`config.mk`:
```
export PLATFORM = sky130hd
export DESIGN_NAME = line_sensor_threshold_calibrator_unit
export DESIGN_NICKNAME = d
export VERILOG_FILES = /design/src/hdl/lstc_pkg.sv /design/src/hdl/line_sensor_threshold_calibrator_unit.sv /design/src/hdl/lstc_in_stage.sv /design/src/hdl/lstc_cal_core.sv /design/src/hdl/lstc_out_stage.sv
export SDC_FILE = /design/constraint.sdc
export NUM_CORES = 1
export LEC_CHECK = 0
export BUFFER_PORTS_ARGS = -buffer_cell sky130_fd_sc_hd__buf_2
export CORE_ASPECT_RATIO = 0.5
export CORE_UTILIZATION = 52
export DETAILED_ROUTE_END_ITERATION = 10
export PLACE_DENSITY = 0.71
export SYNTH_ARGS = -nofsm -noshare
export SYNTH_HDL_FRONTEND = slang
export SYNTH_HIERARCHICAL = 1
export SYNTH_SLANG_ARGS = --single-unit
```
`constraint.sdc`:
```
create_clock -name clk -period 6.09 [get_ports clk]
set_clock_uncertainty 0.2 [all_clocks]
set_input_delay 0.3045 -clock clk [delete_from_list [all_inputs] [get_ports clk]]
set_output_delay 0.3045 -clock clk [all_outputs]
set_load 0.02 [all_outputs]
```
`src/hdl/lstc_pkg.sv`:
```
// shared types and constants for the line sensor threshold calibrator
// no dependencies
`default_nettype none

package lstc_pkg;

  localparam int SAMPLE_BITS = 12;
  localparam int SENSORS     = 3;

  localparam int IDX_LEFT   = 0;
  localparam int IDX_CENTER = 1;
  localparam int IDX_RIGHT  = 2;

  typedef logic [SAMPLE_BITS-1:0] sample_t;
  typedef logic [SAMPLE_BITS:0]   sum_t;

  typedef enum logic {
    STAGE_LOW  = 1'b0,
    STAGE_HIGH = 1'b1
  } stage_t;

  typedef struct packed {
    sample_t [SENSORS-1:0] sample;
    logic    [SENSORS-1:0] press;
  } item_t;

  typedef struct packed {
    logic    [SENSORS-1:0] line;
    stage_t                stage;
    sample_t [SENSORS-1:0] level;
  } result_t;

endpackage

`default_nettype wire

```
`src/hdl/line_sensor_threshold_calibrator_unit.sv`:
```
// Two-point threshold calibrator for three line sensors. Each item carries three
// samples and three button levels; a new press edge captures the sample of the
// highest-priority pressed sensor as its low point; the next edge takes the picked
// sensor's sample as its high point and sets its threshold to the floor of the mean.
// One result leaves per item; one item is taken every clock cycle unless the output
// stalls. Items pass the input register, the combinational update logic and the
// result register. Ready runs back combinationally through both registers.
// Depends on lstc_pkg, lstc_in_stage, lstc_cal_core and lstc_out_stage.
`default_nettype none

module line_sensor_threshold_calibrator_unit (
  input  wire logic                    clk,
  input  wire logic                    rst,
  input  wire logic                    in_valid,
  output logic                         in_ready,
  input  wire lstc_pkg::sample_t       sample_left,
  input  wire lstc_pkg::sample_t       sample_center,
  input  wire lstc_pkg::sample_t       sample_right,
  input  wire logic                    press_left,
  input  wire logic                    press_center,
  input  wire logic                    press_right,
  output logic                         out_valid,
  input  wire logic                    out_ready,
  output logic                         line_left,
  output logic                         line_center,
  output logic                         line_right,
  output logic                         stage_now,
  output lstc_pkg::sample_t            level_left,
  output lstc_pkg::sample_t            level_center,
  output lstc_pkg::sample_t            level_right
);

  lstc_pkg::item_t   item;
  lstc_pkg::item_t   item_q;
  lstc_pkg::result_t res;
  lstc_pkg::result_t res_q;
  logic              s_valid;
  logic              up_ready;
  logic              adv;

  always_comb begin
    item.sample[lstc_pkg::IDX_LEFT]   = sample_left;
    item.sample[lstc_pkg::IDX_CENTER] = sample_center;
    item.sample[lstc_pkg::IDX_RIGHT]  = sample_right;
    item.press[lstc_pkg::IDX_LEFT]    = press_left;
    item.press[lstc_pkg::IDX_CENTER]  = press_center;
    item.press[lstc_pkg::IDX_RIGHT]   = press_right;
  end

  assign adv = s_valid && up_ready;

  lstc_in_stage u_in (
    .clk        (clk),
    .rst        (rst),
    .in_valid   (in_valid),
    .in_ready   (in_ready),
    .item       (item),
    .valid_q    (s_valid),
    .item_q     (item_q),
    .down_ready (up_ready)
  );

  lstc_cal_core u_core (
    .clk  (clk),
    .rst  (rst),
    .item (item_q),
    .adv  (adv),
    .res  (res)
  );

  lstc_out_stage u_out (
    .clk       (clk),
    .rst       (rst),
    .up_valid  (s_valid),
    .up_ready  (up_ready),
    .res       (res),
    .out_valid (out_valid),
    .out_ready (out_ready),
    .res_q     (res_q)
  );

  assign line_left    = res_q.line[lstc_pkg::IDX_LEFT];
  assign line_center  = res_q.line[lstc_pkg::IDX_CENTER];
  assign line_right   = res_q.line[lstc_pkg::IDX_RIGHT];
  assign stage_now    = res_q.stage;
  assign level_left   = res_q.level[lstc_pkg::IDX_LEFT];
  assign level_center = res_q.level[lstc_pkg::IDX_CENTER];
  assign level_right  = res_q.level[lstc_pkg::IDX_RIGHT];

endmodule

`default_nettype wire

```
`src/hdl/lstc_in_stage.sv`:
```
// input register stage: holds one accepted item for the calibration logic
// depends on lstc_pkg
`default_nettype none

module lstc_in_stage (
  input  wire logic           clk,
  input  wire logic           rst,
  input  wire logic           in_valid,
  output logic                in_ready,
  input  wire lstc_pkg::item_t item,
  output logic                valid_q,
  output lstc_pkg::item_t     item_q,
  input  wire logic           down_ready
);

  assign in_ready = !valid_q || down_ready;

  always_ff @(posedge clk) begin
    if (rst) begin
      valid_q <= 1'b0;
    end else if (in_ready) begin
      valid_q <= in_valid;
    end
  end

  always_ff @(posedge clk) begin
    if (in_valid && in_ready) begin
      item_q <= item;
    end
  end

endmodule

`default_nettype wire

```
`src/hdl/lstc_cal_core.sv`:
```
// calibration state and update logic: button edge, two-point capture,
// threshold mean and line compare; depends on lstc_pkg
`default_nettype none

module lstc_cal_core (
  input  wire logic            clk,
  input  wire logic            rst,
  input  wire lstc_pkg::item_t item,
  input  wire logic            adv,
  output lstc_pkg::result_t    res
);

  logic                                      prior_any;
  lstc_pkg::stage_t                          stage;
  lstc_pkg::sample_t [lstc_pkg::SENSORS-1:0] low_pts;
  lstc_pkg::sample_t [lstc_pkg::SENSORS-1:0] high_pts;
  lstc_pkg::sample_t [lstc_pkg::SENSORS-1:0] thr;

  logic                                      any_press;
  logic                                      press_edge;
  logic              [lstc_pkg::SENSORS-1:0] sel;
  lstc_pkg::stage_t                          stage_next;
  lstc_pkg::sample_t [lstc_pkg::SENSORS-1:0] low_next;
  lstc_pkg::sample_t [lstc_pkg::SENSORS-1:0] high_next;
  lstc_pkg::sample_t [lstc_pkg::SENSORS-1:0] thr_next;

  assign any_press  = |item.press;
  assign press_edge = any_press && !prior_any;

  // priority pick: left, then center, then right
  always_comb begin
    logic taken;
    taken = 1'b0;
    for (int i = 0; i < lstc_pkg::SENSORS; i++) begin
      sel[i] = item.press[i] && !taken;
      taken  = taken || item.press[i];
    end
  end

  always_comb begin
    lstc_pkg::sum_t sum;
    stage_next = press_edge
               ? ((stage == lstc_pkg::STAGE_LOW) ? lstc_pkg::STAGE_HIGH : lstc_pkg::STAGE_LOW)
               : stage;
    for (int i = 0; i < lstc_pkg::SENSORS; i++) begin
      sum         = {1'b0, low_pts[i]} + {1'b0, item.sample[i]};
      low_next[i] = low_pts[i];
      high_next[i] = high_pts[i];
      thr_next[i] = thr[i];
      if (press_edge && sel[i]) begin
        if (stage == lstc_pkg::STAGE_LOW) begin
          low_next[i] = item.sample[i];
        end else begin
          high_next[i] = item.sample[i];
          thr_next[i]  = sum[lstc_pkg::SAMPLE_BITS:1];
        end
      end
    end
  end

  // line bits from the updated points; compare inverts unless high > low
  always_comb begin
    for (int i = 0; i < lstc_pkg::SENSORS; i++) begin
      res.line[i]  = (high_next[i] > low_next[i]) ? (item.sample[i] > thr_next[i])
                                                  : (item.sample[i] < thr_next[i]);
      res.level[i] = thr_next[i];
    end
    res.stage = stage_next;
  end

  always_ff @(posedge clk) begin
    if (rst) begin
      prior_any <= 1'b0;
      stage     <= lstc_pkg::STAGE_LOW;
      low_pts   <= '1;
      high_pts  <= '0;
      thr       <= '0;
    end else if (adv) begin
      prior_any <= any_press;
      stage     <= stage_next;
      low_pts   <= low_next;
      high_pts  <= high_next;
      thr       <= thr_next;
    end
  end

endmodule

`default_nettype wire

```
`src/hdl/lstc_out_stage.sv`:
```
// result register stage: holds one finished result until it is taken
// depends on lstc_pkg
`default_nettype none

module lstc_out_stage (
  input  wire logic              clk,
  input  wire logic              rst,
  input  wire logic              up_valid,
  output logic                   up_ready,
  input  wire lstc_pkg::result_t res,
  output logic                   out_valid,
  input  wire logic              out_ready,
  output lstc_pkg::result_t      res_q
);

  assign up_ready = !out_valid || out_ready;

  always_ff @(posedge clk) begin
    if (rst) begin
      out_valid <= 1'b0;
    end else if (up_ready) begin
      out_valid <= up_valid;
    end
  end

  always_ff @(posedge clk) begin
    if (up_valid && up_ready) begin
      res_q <= res;
    end
  end

endmodule

`default_nettype wire

```
### After elaboration in Yosys (flattened, before gate mapping)

Index checks and enable logic that the tools add are counted.

| operators by class | value |
|---|---|
| add/subtract/negate cells | 3 |
| order comparisons | 9 |
| muxes and demuxes | 23 |
| reductions and logical operators | 17 |

Operators by type and width:

| cell | count |
|---|---|
| 12-bit two-way mux | 18 |
| 12-bit > comparator | 6 |
| 12-bit by 12-bit adder with 13-bit output | 3 |
| 12-bit < comparator | 3 |
| 1-bit logical AND | 8 |
| 1-bit logical NOT | 5 |
| 1-bit two-way mux | 5 |
| 1-bit logical OR | 3 |
| 3-bit OR reduction | 1 |

| storage, ports and cells | value |
|---|---|
| register bits | 191 |
| input port bits | 43 |
| output and inout port bits | 42 |
| word-level logic and storage cells | 74 |

### Logic depth before layout (Yosys ltp)

Gate-level depths: netlist (run 1).

| depth | value |
|---|---|
| depth in word-level cells | 7 |
| mapped depth | 15 |
| gate-level depth less buffers | 15 |

### Hierarchy

Netlist (run 1), hierarchy kept.

Modules (own cells, without submodules):

| module | times used | cells an instance | area each (µm²) | seq. area each (µm²) |
|---|---|---|---|---|
| lstc_cal_core | 1 | 1040 | 8478.1 | 2202.1 |
| lstc_out_stage | 1 | 45 | 1256.2 | 1221.2 |
| lstc_in_stage | 1 | 44 | 1226.2 | 1191.1 |
| line_sensor_threshold_calibrator_unit | 1 | 1 | 6.3 | 0.0 |

### Worst setup path before layout (run 1)

No wires, ideal clock.

| timing | value |
|---|---|
| path type | register to register |
| start point | reg, netlist name u_in/item_q[27] |
| end point | reg, netlist name u_out/res_q[39] |
| setup time | 0.275 ns |
| arrival time | 3.178 ns |
| data required time | 5.615 ns |
| slack | 2.437 ns |
| stages on the path, launching flop included | 15 |
| path buffers | 0 |
| clock period less this slack | 3.653 ns |
| cell sequence | edfxtp_1 and2_1 fa_1 a21o_1 a311oi_2 o21ai_2 a221o_1 a21oi_2 a21o_1 ha_1 and4_1 a221oi_1 a21oi_1 o21ba_2 o31ai_1 |

==> results of run 1 <==
cell type report:
| cell class | instances | area share |
|---|---|---|
| inverters | 36 | 0.01077 |
| clock inverters | 15 | 0.01197 |
| repair buffers | 130 | 0.06920 |
| well taps | 273 | 0.02722 |
| multi-input cells | 855 | 0.4792 |
| flip-flops and latches | 191 | 0.3677 |
| clock buffers | 17 | 0.03390 |
power groups by stage:
stage	clock network [W]	registers [W]	logic, W
after floorplan	0	0.00145	0.000315
after CTS	0.00114	0.00142	0.000458
after detailed placement	0	0.00144	0.000434
after global routing	0.00119	0.00142	0.000512
final	0.00111	0.00142	0.000463
after global placement	0	0.00144	0.000422
metrics by stage:
step,cell area [sq um],instances
finish,12550,1517
global route,12550,1517
CTS,12550,1517
detailed placement,11560,1444
global placement,11560,1444
floorplan,10970,1130
what timing repair did:
item	in CTS	in global routing
hold buffers	41	0
endpoints found under the hold margin	41	0
resized for setup	0	0
cell families after synthesis:
family	count (synthesis)	synth area share
muxes	111	0.1048
adders and majority gates	108	0.1253
and+or+nand+nor	357	0.1511
buffers and inverters	84	0.03137
AOI/OAI and AO/OA	249	0.1427
DFF	191	0.4208
xor gates and xnor gates	30	0.02396
worst min-delay path, stage by stage:
cell                       delay (ns)
sky130_fd_sc_hd__buf_2           0.11
sky130_fd_sc_hd__clkinv_1        0.25
sky130_fd_sc_hd__nand2_1         0.08
state kept, by name, summed over array words and instances (netlist names):
signal	count
u_in/valid_q	1
u_out/res_q	40
u_out/out_valid	1
u_in/item_q	39
u_core/thr	36
u_core/prior_any	1
u_core/stage	1
u_core/low_pts	36
u_core/high_pts	36
path summary, 6_finish.rpt:
check	to	startpoint	cells after the start
setup reg to reg	u_out/res_q[37]$_DFFE_PP_	u_in/item_q[3]$_DFFE_PP_	14
hold / removal	u_core/low_pts[29]$_SDFFE_PP1P_	rst	3
hold reg to reg	u_core/thr[5]$_SDFFE_PP0P_	u_core/thr[5]$_SDFFE_PP0P_	2
setup / recovery	u_out/res_q[37]$_DFFE_PP_	u_in/item_q[3]$_DFFE_PP_	14
routing by layer:
metal,up-vias,GRT usage,part of all wire
met4,0,0.09382,0.018
li1,4297,-,-
met2,274,0.4209,0.47
met3,35,0.04689,0.059
met5,-,0,0
met1,4114,0.3281,0.46
cells in the mapped netlist (all sizes together) (3+ instances only):
master | instances | area [sq um]
nand2b | 19 | 133.9
a21o | 12 | 90.09
clkbuf | 24 | 90.09
xor2 | 9 | 78.83
and3 | 6 | 37.54
fa | 3 | 60.06
a31oi | 4 | 40.04
and4 | 7 | 61.31
or2 | 4 | 25.02
nand3 | 19 | 95.09
nor2b | 8 | 50.05
mux2 | 31 | 349.1
edfxtp | 79 | 2372
a21oi | 102 | 525.5
ha | 105 | 1314
nor4 | 4 | 25.02
a2111oi | 5 | 50.04
inv | 36 | 135.1
buf | 24 | 118.9
nand2 | 175 | 669.4
nand4 | 18 | 112.6
o211ai | 9 | 67.56
and2 | 8 | 55.06
a31o | 3 | 26.28
a221oi | 4 | 35.03
o31a | 3 | 26.28
nor3 | 11 | 60.06
nor2 | 72 | 275.3
o21a | 12 | 90.09
dfxtp | 112 | 2242
o21ai | 58 | 294.0
xnor2 | 21 | 183.9
mux2i | 80 | 800.8
a211oi | 18 | 135.1
==> run summary, run 1 <==
outcome: completed
clock network latency to the later pin of the worst-skew pair: 0.46 ns
Layout fillers: 1,711
number of warnings reported in the yosys synthesis log: 6
share of total power in the clock network: 0.372
Clock H-tree levels: 4
CP Buf/Inv Count: 0
number of optimization iterations in the first detailed-route pass: 6
crit path setup slack, layout: 2.009 ns
detailed placement HPWL: 18.22 mm
Min Hold Slack: 0.1308 ns
path type of the worst setup path: register to register
maximum achievable frequency: 245.0 MHz
number of nets at the end of the flow: 1,382
antenna violation net count after detailed routing: 0
first-pass GRT wire length: 43.15 mm
Net Sw Power: 0.0008484 W
combinational fraction of design power: 0.155
power share of the sequential group: 0.473
Critical Path Fanout Max: 4
part of the Yosys area used for sequential elements: 0.4208
area enclosed by the die boundary: 0.02171 sq mm
last weighted congestion value of the routability-driven placer: 0.9287
worst reg2reg setup slack: 2.01 ns
Clock Sinks: 191
most used cell, CP: sky130_fd_sc_hd__a21oi_1
vias in the first global route: 8,464
Area Overhead vs Synth: 14.42%
Internal: 0.002143 W
vertical extent of the die: 104.7 um
DIE WIDTH: 207.4 um
nature of the critical path endpoint: register
Root Driver: sky130_fd_sc_hd__clkbuf_16
Slowest-stage cell, CP: sky130_fd_sc_hd__edfxtp_1
initial antenna violation count: 0
dpl ws: 2.129 ns
CP delay by family, top: compound AO/OA/AOI/OAI gates
arrival time of data at the critical path endpoint: 4.08 ns
drc violations: 0
number of rows created at floorplan: 37
post-synthesis instance area: 0.01097 sq mm
largest net degree at the start of global routing: 97
Layout Utilization: 0.6091
PwrDens: 238.4 mW/mm^2
Max VDD drop: 0.0001741 V
number of failing hold endpoints at the final stage: 0
Clock Pin Slew Worst Setup and Hold Paths: 0.07 ns
most frequent cells in the layout: 172 x sky130_fd_sc_hd__nand2_1, 112 x sky130_fd_sc_hd__dfxtp_1, 105 x sky130_fd_sc_hd__ha_1, 98 x sky130_fd_sc_hd__a21oi_1, 84 x sky130_fd_sc_hd__buf_2
Worst Max-Slew Pin Slew: 0.9748 ns
register area: 0.004614 sq mm
sequence of cells on the critical path: and2_1 > fa_1 > a21oi_1 > o211ai_1 > a221oi_1 > o21ai_0 > a21oi_1 > o21a_1 > ha_1 > and4_1 > a221oi_1 > a21oi_1 > a21oi_1 > mux2i_1
setup TNS: 0 ns
Critical Path Source Type: register
Avg WL per Cell: 17.34 um
Vias per Instance: 5.748
Final period util: 0.6701
number of different library cells in the post-synthesis netlist: 70
clock tree from TritonCTS: done
relative slew slack: 0.3501
most common cell after layout, fill and taps aside: sky130_fd_sc_hd__nand2_1
placeable core area: 0.02060 sq mm
Largest stage delay, worst path: 0.42 ns
Setup-failing EPs final: 0
EDFF count, synth: 79
number of diodes: 0
count of input and output buffers: 84
total global routing track utilization: 0.2526
post-synthesis instance total: 1,130
buffer depth of the longest clock path: 2
count of pins over their slew limit: 0
overall power of the completed layout: 0.002991 W
MaxCap Viol Count: 0
area of combinational cells with multiple inputs: 0.006013 sq mm
Hold WC Path Type: primary input to register
switching share of power: 0.2836
layout cells sized above 1: 0.1431
setup repair after global routing missed its margin: false
residual overflow from global routing: 0
total vias in the final route: 8,720
Initial Utilization: 0.5323
post-synthesis register bit count: 191
CTS Buf Count: 17
First DRT Iteration DRCs: 582
Post CTS Setup Buffer Count: 0
Ports: 85
syn nets: 1,281
critical path data required time: 6.09 ns
Pleak: 5.215 nW
average size of a mapped cell: 9.705 sq um
final period demand of the worst path: 4.081 ns
final wirelength: 26.30 mm
asr flop ratio synth: 0
dominant register cell in the synthesized netlist: sky130_fd_sc_hd__dfxtp_1
Note: power is estimated with default switching activity, not from simulation.
==> inputs of run 2 (changes only) <==
--- a/config.mk
+++ b/config.mk
@@ -9,7 +9,7 @@
 export CORE_ASPECT_RATIO = 0.5
 export CORE_UTILIZATION = 52
 export DETAILED_ROUTE_END_ITERATION = 10
-export PLACE_DENSITY = 0.71
+export PLACE_DENSITY = 0.73
 export SYNTH_ARGS = -nofsm -noshare
 export SYNTH_HDL_FRONTEND = slang
 export SYNTH_HIERARCHICAL = 1
==> constraint.sdc (replaced) <==
create_clock -name clk -period 3.6 [get_ports clk]
set_clock_uncertainty 0.2 [all_clocks]
set_input_delay 0.18 -clock clk [delete_from_list [all_inputs] [get_ports clk]]
set_output_delay 0.18 -clock clk [all_outputs]
set_load 0.02 [all_outputs]
==> run 2 against run 1 <==
The run now ends with setup timing left. Die area did not move. Global-route usage grew 0.30 points. Clock power increased by 64%. Hold slack better by 0.098 ns. Core utilization up 5.3 points. Cell count grew 7.0%. Register-to-register slack got worse by 2.1 ns. Sequential power increased by 68%. Largest cell class unchanged. Largest power group unchanged.
==> run summary, run 2 (same netlist as run 1, synthesis figures left out) <==
outcome: finished with violations
failing checks: setup timing
count of pins over their slew limit: 0
total vias in the final route: 9,188
clock tree from TritonCTS: done
busiest layer in global routing: met2
setup repair after global routing missed its margin: true
number of optimization iterations in the first detailed-route pass: 5
Initial Utilization: 0.5323
initial antenna violation count: 0
Final period util: 1.029
detailed placement HPWL: 18.51 mm
crit path setup slack, layout: -0.1039 ns
Clock Pin Slew Worst Setup and Hold Paths: 0.07 ns
Top Registers: u_out/res_q (40), u_in/item_q (39)
Clock H-tree levels: 4
number of diodes: 0
area enclosed by the die boundary: 0.02171 sq mm
final wirelength: 27.77 mm
critical path data required time: 3.59 ns
residual overflow from global routing: 0
buffer depth of the longest clock path: 2
First DRT Iteration DRCs: 628
Clock Sinks: 191
most frequent cells in the layout: 170 x sky130_fd_sc_hd__nand2_1, 112 x sky130_fd_sc_hd__dfxtp_1, 101 x sky130_fd_sc_hd__buf_4, 99 x sky130_fd_sc_hd__ha_1, 84 x sky130_fd_sc_hd__buf_2
Slowest-stage cell, CP: sky130_fd_sc_hd__a2111oi_4
filler-free cell count of the finished design: 1,623
MaxCap Viol Count: 0
PwrDens: 381.4 mW/mm^2
antenna violation net count after detailed routing: 0
Avg WL per Cell: 17.11 um
relative slew slack: 0.2742
path type of the worst setup path: register to register
CP delay by family, top: compound AO/OA/AOI/OAI gates
Setup-failing EPs final: 3
Critical Path Fanout Max: 3
vias in the first global route: 9,173
largest net degree at the start of global routing: 81
most used cell, CP: sky130_fd_sc_hd__ha_1
CP Buf/Inv Count: 0
Hold WC Path Type: primary input to register
Pleak: 5.772 nW
met2 track demand over resource in global routing: 0.4348
last weighted congestion value of the routability-driven placer: 0.9049
max FFs per register: 40
count of input and output buffers: 84
Placed Cells: 1,509
CTS Buf Count: 17
sequence of cells on the critical path: ha_1 > nand4_1 > a2111oi_4 > or3_1 > a21oi_2 > xnor2_1 > mux2i_1 > ha_1 > and4_1 > a221oi_2 > a21oi_1 > o21ba_2 > o31ai_1
maximum achievable frequency: 270.0 MHz
placement-stage cell area: 0.01208 sq mm
Ports: 85
Max VDD drop: 0.0002170 V
total global routing track utilization: 0.2556
setup TNS: -0.1327 ns
number of nets at the end of the flow: 1,488
nature of the critical path endpoint: register
Worst Max-Slew Pin Slew: 1.088 ns
vertical extent of the die: 104.7 um
overall power of the completed layout: 0.005199 W
drc violations: 0
Critical Path Source Type: register
post-route design area: 0.01363 sq mm
placeable core area: 0.02060 sq mm
met3 Usage GRT: 0.05531
DIE WIDTH: 207.4 um
arrival time of data at the critical path endpoint: 3.70 ns
GR Layer Usage met1: 0.3171
Largest stage delay, worst path: 0.49 ns
first-pass GRT wire length: 43.97 mm
Root Driver: sky130_fd_sc_hd__clkbuf_16
Vias per Instance: 5.661
register containing the most flip-flops in the final layout: u_out/res_q
dpl ws: -0.2573 ns
number of rows created at floorplan: 37
number of failing hold endpoints at the final stage: 0
final period demand of the worst path: 3.704 ns
layout cells sized above 1: 0.2444
clock network latency to the later pin of the worst-skew pair: 0.45 ns
Area Overhead vs Synth: 24.30%
most common cell after layout, fill and taps aside: sky130_fd_sc_hd__nand2_1
## run 2: per-stage QoR
stage / hold slack (ns) / utilization
finish: 0.2291 / 0.6617
global route: 0.2154 / 0.6617
CTS: 0.2108 / 0.6478
detailed placement: 0.1581 / 0.5865
global placement: 0.1563 / 0.5865
floorplan: 0.04244 / -
## run 2: final timing paths
path                                            startpoint                          to  slack, ns  depth (start not counted)
worst max-delay path             u_in/item_q[28]$_DFFE_PP_   u_out/res_q[39]$_DFFE_PP_      -0.10                         13
worst min-delay path                       sample_left[10]   u_in/item_q[13]$_DFFE_PP_       0.23                          2
worst max register to register   u_in/item_q[28]$_DFFE_PP_   u_out/res_q[39]$_DFFE_PP_      -0.10                         13
worst min register to register  u_core/thr[9]$_SDFFE_PP0P_  u_core/thr[9]$_SDFFE_PP0P_       0.26                          2
## run 2: layer usage
| metal | up-vias | routed length (um) | part of all wire |
|---|---|---|---|
| met5 | - | 0 | 0 |
| met4 | 0 | 518 | 0.019 |
| met3 | 45 | 1364 | 0.049 |
| met2 | 238 | 13360 | 0.48 |
| met1 | 4394 | 12520 | 0.45 |
| li1 | 4511 | - | - |
## run 2: worst reg2reg max path: cells and delay by family, from the launching register on
family                   cells  cell delay, ns
AO/OA/AOI/OAI                6            1.26
adder cells (fa/ha/maj)      2            0.63
AND/OR/NAND/NOR              3            0.56
flip-flops                   1            0.45
XOR/XNOR                     1            0.22
multiplexers                 1            0.13
## run 2: power breakdown
part	internal [W]	total (W)	switching, W
Clock	0.000907	0.00182	0.000914
Sequential	0.00233	0.00239	0.0000562
Combinational	0.000454	0.000991	0.000537
## run 2: area by class of cell
type,instances,area [sq um]
fill,1602,6969
multi-input combinational,855,6275
sequential,191,4614
timing repair buffer,236,1718
clock buffer,18,429.2
tap,273,341.6
inverter,36,135.1
clock inverter,14,118.9
## run 2: repair_timing
| item | CTS | global route |
|---|---|---|
| hold buffers | 42 | 0 |
| endpoints found under the setup margin | 3 | 7 |
| pin swaps | 17 | 29 |
| gates resized for setup | 17 | 47 |
| hold endpoints to repair | 41 | 0 |
| setup buffers | 28 | 13 |
